`src/hw/rtl/tfvm_pkg.sv`:
```
// ----------------------------------------------------------------------------
// tfvm_pkg
// Shared widths, constants, types and helpers of the four-thruster mixer.
// ----------------------------------------------------------------------------
package tfvm_pkg;

    localparam int IN_W          = 16;
    localparam int T_W           = 18;
    localparam int TMAG_W        = 17;
    localparam int IMAG_W        = 16;
    localparam int NUM_T         = 4;
    localparam int Q_W           = 11;
    localparam int R_W           = Q_W + TMAG_W;
    localparam int PROD_W        = TMAG_W + IMAG_W;
    localparam int PM_W          = 10;
    localparam int N_W           = PROD_W + PM_W;
    localparam int OUT_W         = 12;
    localparam int QDEPTH        = 4;
    localparam int FRAC_BITS_DEF = 14;

    localparam logic [PM_W-1:0] PER_MILLE   = 10'd1000;
    localparam logic [Q_W-1:0]  DRIVE_LIMIT = 11'd2000;

    typedef logic [NUM_T-1:0][T_W-1:0]   t_thr_vec;
    typedef logic [NUM_T-1:0][OUT_W-1:0] t_drive_vec;

    typedef struct packed {
        t_thr_vec            thr;
        logic [IMAG_W-1:0]   max_in;
        logic [TMAG_W-1:0]   max_t;
        logic                oor;
        logic                zero;
    } t_mix_item;

    typedef struct packed {
        logic empty;
        logic full;
    } t_q_stat;

    function automatic logic [TMAG_W-1:0] mag_t(input logic [T_W-1:0] v);
        logic [T_W-1:0] neg;
        neg = -v;
        return v[T_W-1] ? neg[TMAG_W-1:0] : v[TMAG_W-1:0];
    endfunction

endpackage

```
`src/hw/rtl/tfvm_front.sv`:
```
// ----------------------------------------------------------------------------
// tfvm_front
// Accepts commands, forms the four raw mixes, the input and thrust maxima and
// the range and all-zero flags, and pushes one item per transaction to the queue.
// ----------------------------------------------------------------------------
module tfvm_front #(
    parameter int FRAC_BITS = tfvm_pkg::FRAC_BITS_DEF
) (
    input  logic                                i_clk,
    input  logic                                i_rst_n,
    input  logic                                i_start,
    input  logic signed [tfvm_pkg::IN_W-1:0]    i_surge,
    input  logic signed [tfvm_pkg::IN_W-1:0]    i_sway,
    input  logic signed [tfvm_pkg::IN_W-1:0]    i_yaw,
    output logic                                o_busy,
    input  tfvm_pkg::t_q_stat                   i_q_stat,
    input  logic                                i_pop,
    output logic                                o_push,
    output tfvm_pkg::t_mix_item                 o_item
);
    import tfvm_pkg::*;

    localparam logic [31:0] ONE = 32'(1) << FRAC_BITS;

    logic                  r_s1_vld;
    t_thr_vec              r_s1_thr;
    logic [IMAG_W-1:0]     r_s1_imag [3];
    logic                  r_s1_oor;
    logic                  r_s2_vld;
    t_mix_item             r_s2_item;

    t_thr_vec              n_s1_thr;
    logic [IMAG_W-1:0]     n_s1_imag [3];
    logic                  n_s1_oor;
    t_mix_item             n_s2_item;

    logic                  s1_adv;
    logic                  s2_adv;
    logic                  accept;

    logic signed [T_W-1:0] xe;
    logic signed [T_W-1:0] ye;
    logic signed [T_W-1:0] re;
    logic signed [IMAG_W:0] ext [3];
    logic        [IMAG_W:0] negx [3];
    logic [TMAG_W-1:0]     tmag [NUM_T];
    logic [TMAG_W-1:0]     max_a;
    logic [TMAG_W-1:0]     max_b;
    logic [IMAG_W-1:0]     max_i;

    assign s2_adv = !r_s2_vld || !i_q_stat.full || i_pop;
    assign s1_adv = !r_s1_vld || s2_adv;
    assign o_busy = !s1_adv;
    assign accept = i_start && s1_adv;
    assign o_push = r_s2_vld && (!i_q_stat.full || i_pop);
    assign o_item = r_s2_item;

    always_comb begin
        xe = T_W'(i_surge);
        ye = T_W'(i_sway);
        re = T_W'(i_yaw);
        n_s1_thr[0] = xe - ye - re;
        n_s1_thr[1] = -xe - ye + re;
        n_s1_thr[2] = -xe + ye - re;
        n_s1_thr[3] = xe + ye + re;
        ext[0] = (IMAG_W+1)'(i_surge);
        ext[1] = (IMAG_W+1)'(i_sway);
        ext[2] = (IMAG_W+1)'(i_yaw);
        n_s1_oor = 1'b0;
        for (int k = 0; k < 3; k++) begin
            negx[k] = -ext[k];
            n_s1_imag[k] = ext[k][IMAG_W] ? negx[k][IMAG_W-1:0] : ext[k][IMAG_W-1:0];
            n_s1_oor = n_s1_oor || (32'(n_s1_imag[k]) > ONE);
        end
    end

    always_comb begin
        for (int k = 0; k < NUM_T; k++) begin
            tmag[k] = mag_t(r_s1_thr[k]);
        end
        max_a = (tmag[0] > tmag[1]) ? tmag[0] : tmag[1];
        max_b = (tmag[2] > tmag[3]) ? tmag[2] : tmag[3];
        max_i = (r_s1_imag[0] > r_s1_imag[1]) ? r_s1_imag[0] : r_s1_imag[1];
        n_s2_item.thr    = r_s1_thr;
        n_s2_item.max_t  = (max_a > max_b) ? max_a : max_b;
        n_s2_item.max_in = (max_i > r_s1_imag[2]) ? max_i : r_s1_imag[2];
        n_s2_item.oor    = r_s1_oor;
        n_s2_item.zero   = (n_s2_item.max_t == '0);
    end

    always_ff @(posedge i_clk) begin
        if (!i_rst_n) begin
            r_s1_vld <= 1'b0;
            r_s2_vld <= 1'b0;
        end else begin
            if (s1_adv) begin
                r_s1_vld <= accept;
            end
            if (s2_adv) begin
                r_s2_vld <= r_s1_vld;
            end
        end
    end

    always_ff @(posedge i_clk) begin
        if (accept) begin
            r_s1_thr  <= n_s1_thr;
            r_s1_imag <= n_s1_imag;
            r_s1_oor  <= n_s1_oor;
        end
        if (s2_adv && r_s1_vld) begin
            r_s2_item <= n_s2_item;
        end
    end

endmodule

```
`config.mk`:
```
export PLATFORM = sky130hd
export DESIGN_NAME = tfvm_front
export DESIGN_NICKNAME = d
export VERILOG_FILES = /design/src/hw/rtl/tfvm_pkg.sv /design/src/hw/rtl/tfvm_front.sv
export SDC_FILE = /design/constraint.sdc
export NUM_CORES = 1
export LEC_CHECK = 0
export ABC_AREA = 0
export BUFFER_PORTS_ARGS = -buffer_cell sky130_fd_sc_hd__buf_4
export CAP_MARGIN = 20
export CORE_MARGIN = 10
export CORE_UTILIZATION = 50
export CTS_CLUSTER_DIAMETER = 120
export CTS_CLUSTER_SIZE = 25
export DETAILED_ROUTE_END_ITERATION = 10
export GPL_TIMING_DRIVEN = 0
export PLACE_DENSITY = 0.69
export SLEW_MARGIN = 10
export SYNTH_ARGS = -nofsm -noshare
export SYNTH_HDL_FRONTEND = slang
export SYNTH_SLANG_ARGS = --single-unit
export TNS_END_PERCENT = 10
```
`constraint.sdc`:
```
create_clock -name i_clk -period 7.9 [get_ports i_clk]
set_input_delay 0 -clock i_clk [delete_from_list [all_inputs] [get_ports i_clk]]
set_output_delay 0 -clock i_clk [all_outputs]
set_load 0.05 [all_outputs]
```
==> results by group <==
Synthesis
  – Area contributors post-synth: edfxtp_1 (40%), ha_1 (12%), fa_1 (8.0%), xnor2_1 (6.3%), inv_1 (3.1%)
  – Synth Cell Area: 16700 µm²
  – Yosys warns: 0
  – Most common cell in the netlist: edfxtp_1
  – Register area share after synthesis: 40.5%
  – Ys flop type: edfxtp_1
  – Distinct cells, synth: 62
  – Seq cells post-synth: 226
  – Syn_area_per_cell: 11.0 µm²
  – Synth cell count leaders: edfxtp_1 (224), ha_1 (162), inv_1 (138)
  – Ys async rst share: 0%
  – Post-synth EDFFs: 224
  – Syn_nets: 1800
  – Leading area contributor after synthesis: edfxtp_1
  – Yosys top cell area share: 40.3%
  – Post-Syn Instances: 1517

Cells and area
  – Fill cell count: 2738
  – Final Non-Filler Cells: 2190
  – Inserted Diodes: 0
  – Design area: 19500 µm²
  – Layout net count: 2031
  – Fraction of layout cells with a size suffix above 1: 14.2%
  – Area Growth Syn to Fin: 16.6%
  – Fin util: 59.4%

Drt
  – Initial DRC Count: 1061
  – Via count: 12400
  – Per-cell routed wire length: 20.9 µm
  – DRC viols: 0
  – WL final: 45.8 mm
  – Detailed Routing Iterations Pass 1: 5
  – Vias per cell: 5.68
  – Number of routed nets with antenna violations: 0

Floorplanning
  – Die W: 203 µm
  – CORE AREA: 32800 µm²
  – Die Y-Extent: 203 µm
  – Die ar.: 41100 µm²
  – Num ports: 163
  – Starting density of the core: 51.0%
  – Rows: 66

STA
  – Sum Neg Setup Slack: 0 ns
  – Max Clk Rate: 136 MHz
  – Hold slack: 0.0176 ns
  – Slew Limit Fails: 0
  – Layout Skew: 0.0228 ns
  – Fin. Hold Viols: 0
  – Pin slew with the least headroom to its limit: 0.981 ns
  – Minimum clock period after layout: 7.34 ns
  – Final Setup Violations: 0
  – RSZ-0062 raised after global routing: false
  – Final worst slack: 0.560 ns
  – Final worst-path cycle share: 92.9%
  – Slew margin rel.: 32.9%

Worst setup path
  – Critical path arrival: 7.65 ns
  – Worst setup SP type: register
  – Crit path top cell by count: ha_1
  – Critical Path Max Stage Delay: 0.47 ns
  – Critical Path Sink Type: register
  – Crit Path Class: register to register
  – CP max-delay cell: a2111oi_1
  – Worst EP required: 8.21 ns
  – Crit path max fanout: 10

Power
  – Internal Power: 3.54 mW
  – Power per cell area: 337 nW/µm²
  – Total Power: 6.57 mW
  – Logic pwr share: 60.1%
  – Static leakage power: 7.89 nW
  – Share of power burned in registers: 29.4%
  – Sw Ratio: 46.2%
  – Max VDD drop: 286 µV
  – Clock Power Share: 10.6%
  – Switching power: 3.04 mW

Global route
  – Grt total ovfl: 0
  – Largest net degree at the start of global routing: 36
  – First-pass GRT wire length: 70.5 mm
  – Vias in the first global route: 12200
  – Gr usage total: 21.8%
  – Initial antenna violation count: 0

Clock tree
  – Clk buf depth: 3
  – H-tree lvl count: 1
  – Clock sinks: 226
  – CTS tree: built
  – Total CTS buffers: 13
  – CTS clk-pin slew, worst paths: 0.10 ns
  – Clock Latency Late Sink: 0.49 ns
  – Root Driver: clkbuf_16

Place
  – GPL Wtd Cong: 0.929
  – # port buffers: 161
  – Dpl hpwl: 37.8 mm
  – Pre-CTS WS: -0.212 ns
  – Dpl cells: 2127
  – Dpl cell area: 18600 µm²

Worst hold path
  – Hold Path Class: primary input to register

Run status
  – Status: finished clean

Run
  – # Max-Cap Violations: 0
cells in the final DEF (no fill, tap or decap), types with 39 or more instances in the layout:
| cell | instances |
|---|---|
| ha_1 | 162 |
| nand2_1 | 75 |
| xor2_1 | 45 |
| xnor2_1 | 121 |
| edfxtp_1 | 224 |
| fa_1 | 67 |
| buf_4 | 164 |
| dlygate4sd3_1 | 47 |
| inv_1 | 138 |
| nor3_1 | 39 |
| o21ai_0 | 67 |
| a21oi_1 | 88 |
| nor2_1 | 73 |
layout make-up:
| class | count | area [µm²] | area share [%] |
|---|---|---|---|
| Clock inverter | 2 | 32.5 | 0.167 |
| Multi-Input combinational cell | 1124 | 9330 | 47.9 |
| Timing Repair Buffer | 217 | 1840 | 9.44 |
| Tap cell | 442 | 553 | 2.84 |
| Inverter | 138 | 518 | 2.66 |
| Buffer | 28 | 118 | 0.604 |
| Sequential cell | 226 | 6770 | 34.7 |
| Clock buffer | 13 | 325 | 1.67 |
what timing repair did:
action                                  4_1_cts  5_1_grt
setup buffers                                 1        0
cloned                                        0        0
gates resized for setup                       0        5
hold buffers                                 47        0
pin swaps                                     0        0
endpoints found under the hold margin        51        0
endpoints found under the setup margin        1        2
path summary, 6_finish.rpt:
kind,from,endpoint,slack (ns),cells after the start
setup / recovery,n_s2_item[53]$_DFFE_PP_,o_item[0]$_DFFE_PP_,0.56,28
hold / removal,i_yaw[1],n_s2_item[90]$_DFFE_PP_,0.02,3
setup reg to reg,n_s2_item[53]$_DFFE_PP_,o_item[0]$_DFFE_PP_,0.56,28
hold reg to reg,r_s1_oor$_DFFE_PP_,o_item[1]$_DFFE_PP_,0.44,0
sequential cells by signal, summed over array words and instances, names as in the netlist:
signal	flops
n_s2_item	70
r_s2_vld	1
r_s1_vld	1
r_s1_imag	48
o_item	105
r_s1_oor	1
layer usage:
layer	vias to the layer above	routed length, µm	global-route usage [%]
met5	-	0	0
met3	49	3020	3.23
met2	415	21400	35.3
met4	0	961	4.90
li1	5992	-	-
met1	5987	20400	30.3
logic make-up (layout without fill, tap and decap cells):
kind of cell               after synthesis  after routing  synth area share, %
buffers and inverters                  167            398                 3.81
muxes                                   36             36                 2.40
and+or+nand+nor                        353            353                 10.8
DFF                                    226            226                 40.5
AOI/OAI and AO/OA                      338            338                 13.4
adders and majority gates              229            229                 20.2
xor gates and xnor gates               168            168                 8.90
critical path: cells and delay by family, from the launching register on:
family	cells	cell delay, ns
XOR/XNOR	1	0.31
AND/OR/NAND/NOR	9	1.54
buffers and inverters	6	1.26
flip-flops	1	0.44
adder cells (fa/ha/maj)	3	0.84
AO/OA/AOI/OAI	9	2.77
power by group through the flow:
| stage | Sequential [mW] | Clock, mW | Combinational, mW |
|---|---|---|---|
| 6_report | 1.93 | 0.695 | 3.95 |
| 5_1_grt | 1.95 | 0.748 | 4.34 |
| 4_1_cts | 1.93 | 0.721 | 3.92 |
| 3_5_place_dp | 1.96 | 0 | 3.87 |
| 3_3_place_gp | 1.97 | 0 | 3.82 |
| 2_1_floorplan | 2.19 | 0 | 2.49 |
Note: power is estimated with default switching activity, not from simulation.
