**config.mk**
```make
export PLATFORM = sky130hd
export DESIGN_NAME = tfvm_queue
export DESIGN_NICKNAME = d
export VERILOG_FILES = /design/src/hw/rtl/tfvm_pkg.sv /design/src/hw/rtl/tfvm_queue.sv
export SDC_FILE = /design/constraint.sdc
export NUM_CORES = 1
export LEC_CHECK = 0
export ABC_CLOCK_PERIOD_IN_PS = 4000
export BUFFER_PORTS_ARGS = -buffer_cell sky130_fd_sc_hd__buf_2
export CORE_MARGIN = 2
export CORE_UTILIZATION = 35
export DETAILED_ROUTE_END_ITERATION = 7
export HOLD_SLACK_MARGIN = 0.12
export PLACE_DENSITY_LB_ADDON = 0.05
export SLEW_MARGIN = 20
export SYNTH_ARGS = -nofsm -noshare
export SYNTH_HDL_FRONTEND = slang
export SYNTH_SLANG_ARGS = --single-unit
```
**constraint.sdc**
```tcl
create_clock -name i_clk -period 4 [get_ports i_clk]
set_input_delay 0.2 -clock i_clk [delete_from_list [all_inputs] [get_ports i_clk]]
set_output_delay 0.2 -clock i_clk [all_outputs]
set_load 0.005 [all_outputs]
```
**src/hw/rtl/tfvm_pkg.sv**
```systemverilog
// ----------------------------------------------------------------------------
// tfvm_pkg
// Shared widths, constants, types and helpers of the four-thruster mixer.
// ----------------------------------------------------------------------------
package tfvm_pkg;

    localparam int IN_W          = 16;
    localparam int T_W           = 18;
    localparam int TMAG_W        = 17;
    localparam int IMAG_W        = 16;
    localparam int NUM_T         = 4;
    localparam int Q_W           = 11;
    localparam int R_W           = Q_W + TMAG_W;
    localparam int PROD_W        = TMAG_W + IMAG_W;
    localparam int PM_W          = 10;
    localparam int N_W           = PROD_W + PM_W;
    localparam int OUT_W         = 12;
    localparam int QDEPTH        = 4;
    localparam int FRAC_BITS_DEF = 14;

    localparam logic [PM_W-1:0] PER_MILLE   = 10'd1000;
    localparam logic [Q_W-1:0]  DRIVE_LIMIT = 11'd2000;

    typedef logic [NUM_T-1:0][T_W-1:0]   t_thr_vec;
    typedef logic [NUM_T-1:0][OUT_W-1:0] t_drive_vec;

    typedef struct packed {
        t_thr_vec            thr;
        logic [IMAG_W-1:0]   max_in;
        logic [TMAG_W-1:0]   max_t;
        logic                oor;
        logic                zero;
    } t_mix_item;

    typedef struct packed {
        logic empty;
        logic full;
    } t_q_stat;

    function automatic logic [TMAG_W-1:0] mag_t(input logic [T_W-1:0] v);
        logic [T_W-1:0] neg;
        neg = -v;
        return v[T_W-1] ? neg[TMAG_W-1:0] : v[TMAG_W-1:0];
    endfunction

endpackage

```
**src/hw/rtl/tfvm_queue.sv**
```systemverilog
// ----------------------------------------------------------------------------
// tfvm_queue
// Short first-in first-out queue of mixed items between front and back.
// ----------------------------------------------------------------------------
module tfvm_queue (
    input  logic                i_clk,
    input  logic                i_rst_n,
    input  logic                i_push,
    input  tfvm_pkg::t_mix_item i_item,
    input  logic                i_pop,
    output tfvm_pkg::t_q_stat   o_stat,
    output tfvm_pkg::t_mix_item o_item
);
    import tfvm_pkg::*;

    localparam int PTR_W = $clog2(QDEPTH);
    localparam int CNT_W = $clog2(QDEPTH + 1);

    t_mix_item          r_mem [QDEPTH];
    logic [PTR_W-1:0]   r_wr_ptr;
    logic [PTR_W-1:0]   r_rd_ptr;
    logic [CNT_W-1:0]   r_count;
    logic [CNT_W-1:0]   n_count;

    assign o_stat.empty = (r_count == '0);
    assign o_stat.full  = (r_count == CNT_W'(QDEPTH));
    assign o_item       = r_mem[r_rd_ptr];
    assign n_count      = r_count + CNT_W'(i_push) - CNT_W'(i_pop);

    always_ff @(posedge i_clk) begin
        if (!i_rst_n) begin
            r_wr_ptr <= '0;
            r_rd_ptr <= '0;
            r_count  <= '0;
        end else begin
            if (i_push) begin
                r_wr_ptr <= r_wr_ptr + PTR_W'(1);
            end
            if (i_pop) begin
                r_rd_ptr <= r_rd_ptr + PTR_W'(1);
            end
            r_count <= n_count;
        end
    end

    always_ff @(posedge i_clk) begin
        if (i_push) begin
            r_mem[r_wr_ptr] <= i_item;
        end
    end

    a_no_overflow: assert property (@(posedge i_clk) disable iff (!i_rst_n)
        !(i_push && o_stat.full && !i_pop))
        else $error("queue push while full");

    a_no_underflow: assert property (@(posedge i_clk) disable iff (!i_rst_n)
        !(i_pop && o_stat.empty))
        else $error("queue pop while empty");

    a_count_step: assert property (@(posedge i_clk) disable iff (!i_rst_n)
        (i_push && !i_pop) |=> (r_count == $past(r_count) + CNT_W'(1)))
        else $error("queue count did not advance on push");

endmodule

```
==> results of run 1 <==
cell usage after synthesis (all sizes together) (2+ instances only):
cell type	number	area (sq um)
and2	6	37.5
buf	17	131
clkbuf	7	26.3
dfxtp	9	180
edfxtp	428	12900
ha	6	75.1
inv	7	26.3
mux4	107	2410
nor2	5	18.8
xnor2	2	17.5
kinds of logic (layout without fill, tap and decap cells):
kind of cell	Yosys count	after routing	synth area share
AND/OR/NAND/NOR	14	14	0.00473
buffers and inverters	31	430	0.0116
other	0	2	0
AO/OA/AOI/OAI	2	2	0.000946
adder cells (fa/ha/maj)	7	7	0.00599
XOR/XNOR	3	3	0.00260
flip-flops	437	437	0.822
multiplexers	108	108	0.153
sequential cells by signal, summed over array words and instances, names as in the netlist, named ones only:
name,flops
r_count,3
r_mem,428
r_rd_ptr,2
r_wr_ptr,2
final cells by class:
type	count	area, sq um
Sequential cell	437	13000
Fill cell	3950	24800
Timing Repair Buffer	338	2350
Multi-Input combinational cell	134	2660
Clock inverter	24	138
Inverter	7	26.3
Antenna cell	2	5.00
Tap cell	600	751
Clock buffer	61	1270
routing by layer:
metal,track usage,vias to the layer above,share of wire
met4,0.0543,4,0.025
met2,0.245,180,0.51
li1,-,3320,-
met3,0.0375,60,0.059
met5,0,-,0.00082
met1,0.175,3960,0.41
where the power goes:
group          switching, W  total, W  internal (W)  leakage [nW]
clock network       0.00167   0.00396       0.00229         0.683
registers         0.0000708   0.00534       0.00527          4.01
logic              0.000466  0.000973      0.000507          2.12
total               0.00221    0.0103       0.00807          6.81
how the worst max path moves through the flow:
stage / startpoint / to / slack [ns] / depth (start not counted)
floorplan: r_wr_ptr[0] / r_mem[0][0] / 0.51 / 3
global placement: flop / o_item[71] / 1.81 / 3
detailed placement: flop / o_item[71] / 1.80 / 3
CTS: flop / o_item[71] / 1.20 / 3
global route: flop / o_item[71] / 1.15 / 3
finish: flop / o_item[71] / 1.27 / 3
stage by stage:
step | power [W] | utilization | area (sq um)
CTS | 0.0105 | 0.449 | 20200
finish | 0.0103 | 0.449 | 20200
global placement | 0.00633 | 0.393 | 17700
detailed placement | 0.00636 | 0.393 | 17700
floorplan | 0.00592 | - | 15900
global route | 0.0107 | 0.449 | 20200
what timing repair did:
item / in CTS / in global routing
hold buffers: 111 / 0
setup endpoints to repair: 0 / 0
hold endpoints to repair: 437 / 0
critical path, stage by stage (launching register included):
cell and delay [ns]:
dfxtp_4 0.88, buf_12 0.34, mux4_2 0.41, buf_2 0.15
==> metrics.csv, run 1 <==
stage,metric,value,unit
floorplanning,die_y,217,microns
critical_path,reg2reg_slack,1.88,ns
sta,hold_violations,0,
detailed_routing,avgRoutedWirePerCell,20.6,microns
critical_path,r2r_start,r_wr_ptr[1],
layout,syn_to_final_growth,27.6,%
job,cap_violations,0,
layout,final_common_cell,edfxtp_1,
critical_path,crit_path_end_kind,output pin,
detailed_routing,drt.antenna.violating_nets,0,
global_routing,grt_pass1_vias,8525,
clocking,cts_tree,yes,
synth,synthArstFlopShare,0,
synth,ys_warn_count,0,
min_path,hp-class,in -> reg,
floorplanning,start_util,0.352,
critical_path,reg2reg_depth,3,
min_path,worstHoldStart,i_item[53],
synth,syn_nets,720,
clocking,clk_pin_slew,0.06,ns
global_routing,grt_max_degree,66,
global_routing,grt_pass1_wl,50400,microns
layout,nets,1084,
min_path,whs_path_depth,2,
sta,final.setup.worst_slack,1.27,ns
sta,setup_violations,0,
sta,fmax,0.366,GHz
layout,drive_above_1_share,0.402,
critical_path,path_class,reg -> out,
power,worst_ir_drop_vdd,0.310,mV
synth,synth-main-ff-cell,edfxtp_1,
place,io_buffers,219,
sta,clock_skew,0.0191,ns
clocking,clock_latency,0.57,ns
detailed_routing,drtIter0Drc,345,
detailed_routing,firstDrtPassIters,4,
global_routing,track_usage,0.144,
sta,slew_headroom,0.439,
critical_path,cp_max_fo,58,
synth,synth-seq-cells,437,
critical_path,worstSetupStartpointType,flop,
synth,synth_edf_count,428,
place,hpwl,19000,microns
place,dp.cells,1405,
sta,timing.hold.ws,0.390,ns
floorplanning,die_w,217,microns
detailed_routing,vias,7524,
clocking,htree_num_levels,2,
floorplanning,dieArea,47000,sq um
critical_path,cp.required,3.80,ns
clocking,cts_made_buffers,48,
global_routing,antenna_found_initial,4,
place,place.gp.congestion,0.698,
synth,synthCells,602,
detailed_routing,drt-total-wl,33100,microns
detailed_routing,viasPerCell,4.69,
sta,setup_tns,0,ns
layout,layout_common_cells,"edfxtp_1, buf_2, dlygate4sd3_1",
clocking,root_buffer,clkbuf_16,
global_routing,overflow,0,
sta,period_share,0.683,
clocking,cts.repair.resized,0,
clocking,clk_path_buf_depth,3,
power,p_per_area,508,nW/um^2
floorplanning,core_area,45100,sq um
clocking,post-cts-setup-buffer-count,0,
synth,synth_area,15900,sq um
critical_path,arrival,2.53,ns
synth,ys_seq_area_frac,0.822,
sta,finalMaxSlewViolations,0,
floorplanning,num_rows,78,
power,leakagePower,6.81,nW
layout,fin_cells,1603,
sta,worstMarginPinSlew,0.841,ns
critical_path,r2r-end,r_mem[3][65],
floorplanning,pin_count,220,
sta,rsz0062_at_grt,no,
run_status,status,"complete, no violations",
synth,avgSynthCellArea,26.4,sq um
clocking,cts_num_sinks,437,
min_path,holdPathEnd,r_mem[2][53],
detailed_routing,drc,0,
place,pre_cts_ws,1.80,ns
sta,fin_crit,2.73,ns
synth,yosysUniqueCellTypes,20,
Note: power is estimated with default switching activity, not from simulation.
==> run 2: changes to the inputs <==
--- a/config.mk
+++ b/config.mk
@@ -5,7 +5,7 @@
 export SDC_FILE = /design/constraint.sdc
 export NUM_CORES = 1
 export LEC_CHECK = 0
-export ABC_CLOCK_PERIOD_IN_PS = 4000
+export ABC_CLOCK_PERIOD_IN_PS = 2800
 export BUFFER_PORTS_ARGS = -buffer_cell sky130_fd_sc_hd__buf_2
 export CORE_MARGIN = 2
 export CORE_UTILIZATION = 35
==> constraint.sdc (replaced) <==
create_clock -name i_clk -period 2.8 [get_ports i_clk]
set_input_delay 0.14 -clock i_clk [delete_from_list [all_inputs] [get_ports i_clk]]
set_output_delay 0.14 -clock i_clk [all_outputs]
set_load 0.005 [all_outputs]
==> run 2 against run 1 <==
  * Cell count rose by 0.81%
  * Clock power rose by 42%
  * Setup slack got worse by 0.84 ns
  * First-iteration DRC count rose by 63%
==> metrics.csv, run 2 (synthesis gave the netlist of run 1 again) <==
stage,metric,value,unit
run_status,status,"complete, no violations",
global_routing,grt_pass1_wl,52300,microns
floorplanning,die_w,217,microns
floorplanning,pin_count,220,
detailed_routing,highest_layer,met5,
detailed_routing,wl_met2,17300,microns
clocking,cts_num_sinks,437,
global_routing,overflow,0,
critical_path,arrival,2.24,ns
floorplanning,die_y,217,microns
layout,syn_to_final_growth,28.4,%
sta,slew_headroom,0.556,
sta,fin_crit,2.38,ns
floorplanning,core_area,45100,sq um
clocking,htree_num_levels,2,
power,leakagePower,6.89,nW
clocking,clock_latency,0.58,ns
floorplanning,dieArea,47000,sq um
critical_path,cp.required,2.66,ns
critical_path,path_class,reg -> out,
layout,top_register,r_mem,
layout,fin_area,20400,sq um
global_routing,antenna_found_initial,1,
detailed_routing,firstDrtPassIters,6,
place,io_buffers,219,
layout,final-seq-area,13000,sq um
layout,final_common_cell,edfxtp_1,
detailed_routing,dr_wl_met3,1710,microns
detailed_routing,drt.antenna.violating_nets,0,
place,place.gp.congestion,0.716,
sta,period_share,0.849,
sta,finalMaxSlewViolations,0,
clocking,cts.repair.resized,0,
global_routing,grt_pass1_vias,8366,
critical_path,cp_max_fo,35,
critical_path,worstSetupStartpointType,flop,
place,postPlaceCellArea,17900,sq um
sta,setup_violations,0,
layout,drive_above_1_share,0.408,
detailed_routing,drtIter0Drc,561,
power,p_per_area,721,nW/um^2
job,cap_violations,0,
detailed_routing,viasPerCell,4.74,
detailed_routing,avgRoutedWirePerCell,21.5,microns
clocking,clk_pin_slew,0.05,ns
clocking,root_buffer,clkbuf_16,
floorplanning,start_util,0.352,
layout,largestRegisters,"r_mem (428), r_count (3)",
detailed_routing,vias,7655,
layout,nets,1095,
global_routing,track_usage,0.150,
detailed_routing,drc,0,
layout,diodes,0,
sta,hold_violations,0,
global_routing,grt_max_degree,45,
place,hpwl,21200,microns
layout,largest_reg_flops,428,
sta,clock_skew,0.0187,ns
layout,fillCellCount,3928,
power,worst_ir_drop_vdd,0.407,mV
detailed_routing,wl_met1,14800,microns
layout,multi_input_area,2660,sq um
layout,fin_util,0.452,
critical_path,reg2reg_slack,0.97,ns
sta,fmax,0.421,GHz
clocking,cts_tree,yes,
critical_path,crit_path_end_kind,output pin,
sta,rsz0062_at_grt,no,
detailed_routing,drt-total-wl,34800,microns
layout,layout_common_cells,"edfxtp_1, buf_2, dlygate4sd3_1",
sta,worstMarginPinSlew,0.665,ns
floorplanning,num_rows,78,
sta,setup_tns,0,ns
clocking,clk_path_buf_depth,3,
clocking,cts_made_buffers,48,
min_path,hp-class,in -> reg,
## run 2: worst paths after layout
check               from            to  depth (start not counted)
min reg2reg  r_rd_ptr[1]          flop                          2
min           i_item[19]  r_mem[3][19]                          2
max reg2reg  r_wr_ptr[0]   r_mem[2][6]                          4
max                 flop    o_item[15]                          3
## run 2: power breakdown
| group | switching [W] | total, W | internal (W) |
|---|---|---|---|
| Combinational | 0.000697 | 0.00144 | 0.000744 |
| Sequential | 0.0000956 | 0.00762 | 0.00752 |
| Clock | 0.00243 | 0.00563 | 0.00320 |
## run 2: what timing repair did
| item | 4_1_cts | 5_1_grt |
|---|---|---|
| buffers inserted | 0 | 0 |
| hold buffers | 110 | 0 |
| hold endpoints to repair | 437 | 0 |
## run 2: per-stage QoR
step	hold WS (ns)	power [W]	setup slack, ns	std cells
2_1_floorplan	0.239	0.00844	0.497	602
3_3_place_gp	0.351	0.00907	0.965	1417
3_5_place_dp	0.356	0.00912	0.889	1417
4_1_cts	0.273	0.0149	0.347	1616
5_1_grt	0.300	0.0153	0.310	1616
6_report	0.316	0.0147	0.424	1616
## run 2: per-layer routing
metal  vias to the layer above  track usage
met3                        62       0.0337
met1                      4047        0.196
li1                       3357            -
met2                       187        0.249
met5                         -            0
met4                         2       0.0541
## run 2: final cells by class
type	instances	share of cell area
inverters	7	0.00129
multi-input cells	134	0.130
well taps	600	0.0369
flip-flops and latches	437	0.640
repair buffers	349	0.122
clock buffers	60	0.0622
clock inverters	29	0.00670
## run 2: critical path: stages, from the launching register on
cell	delay, ns
dfxtp_4	0.75
buf_12	0.32
mux4_2	0.36
buf_2	0.15
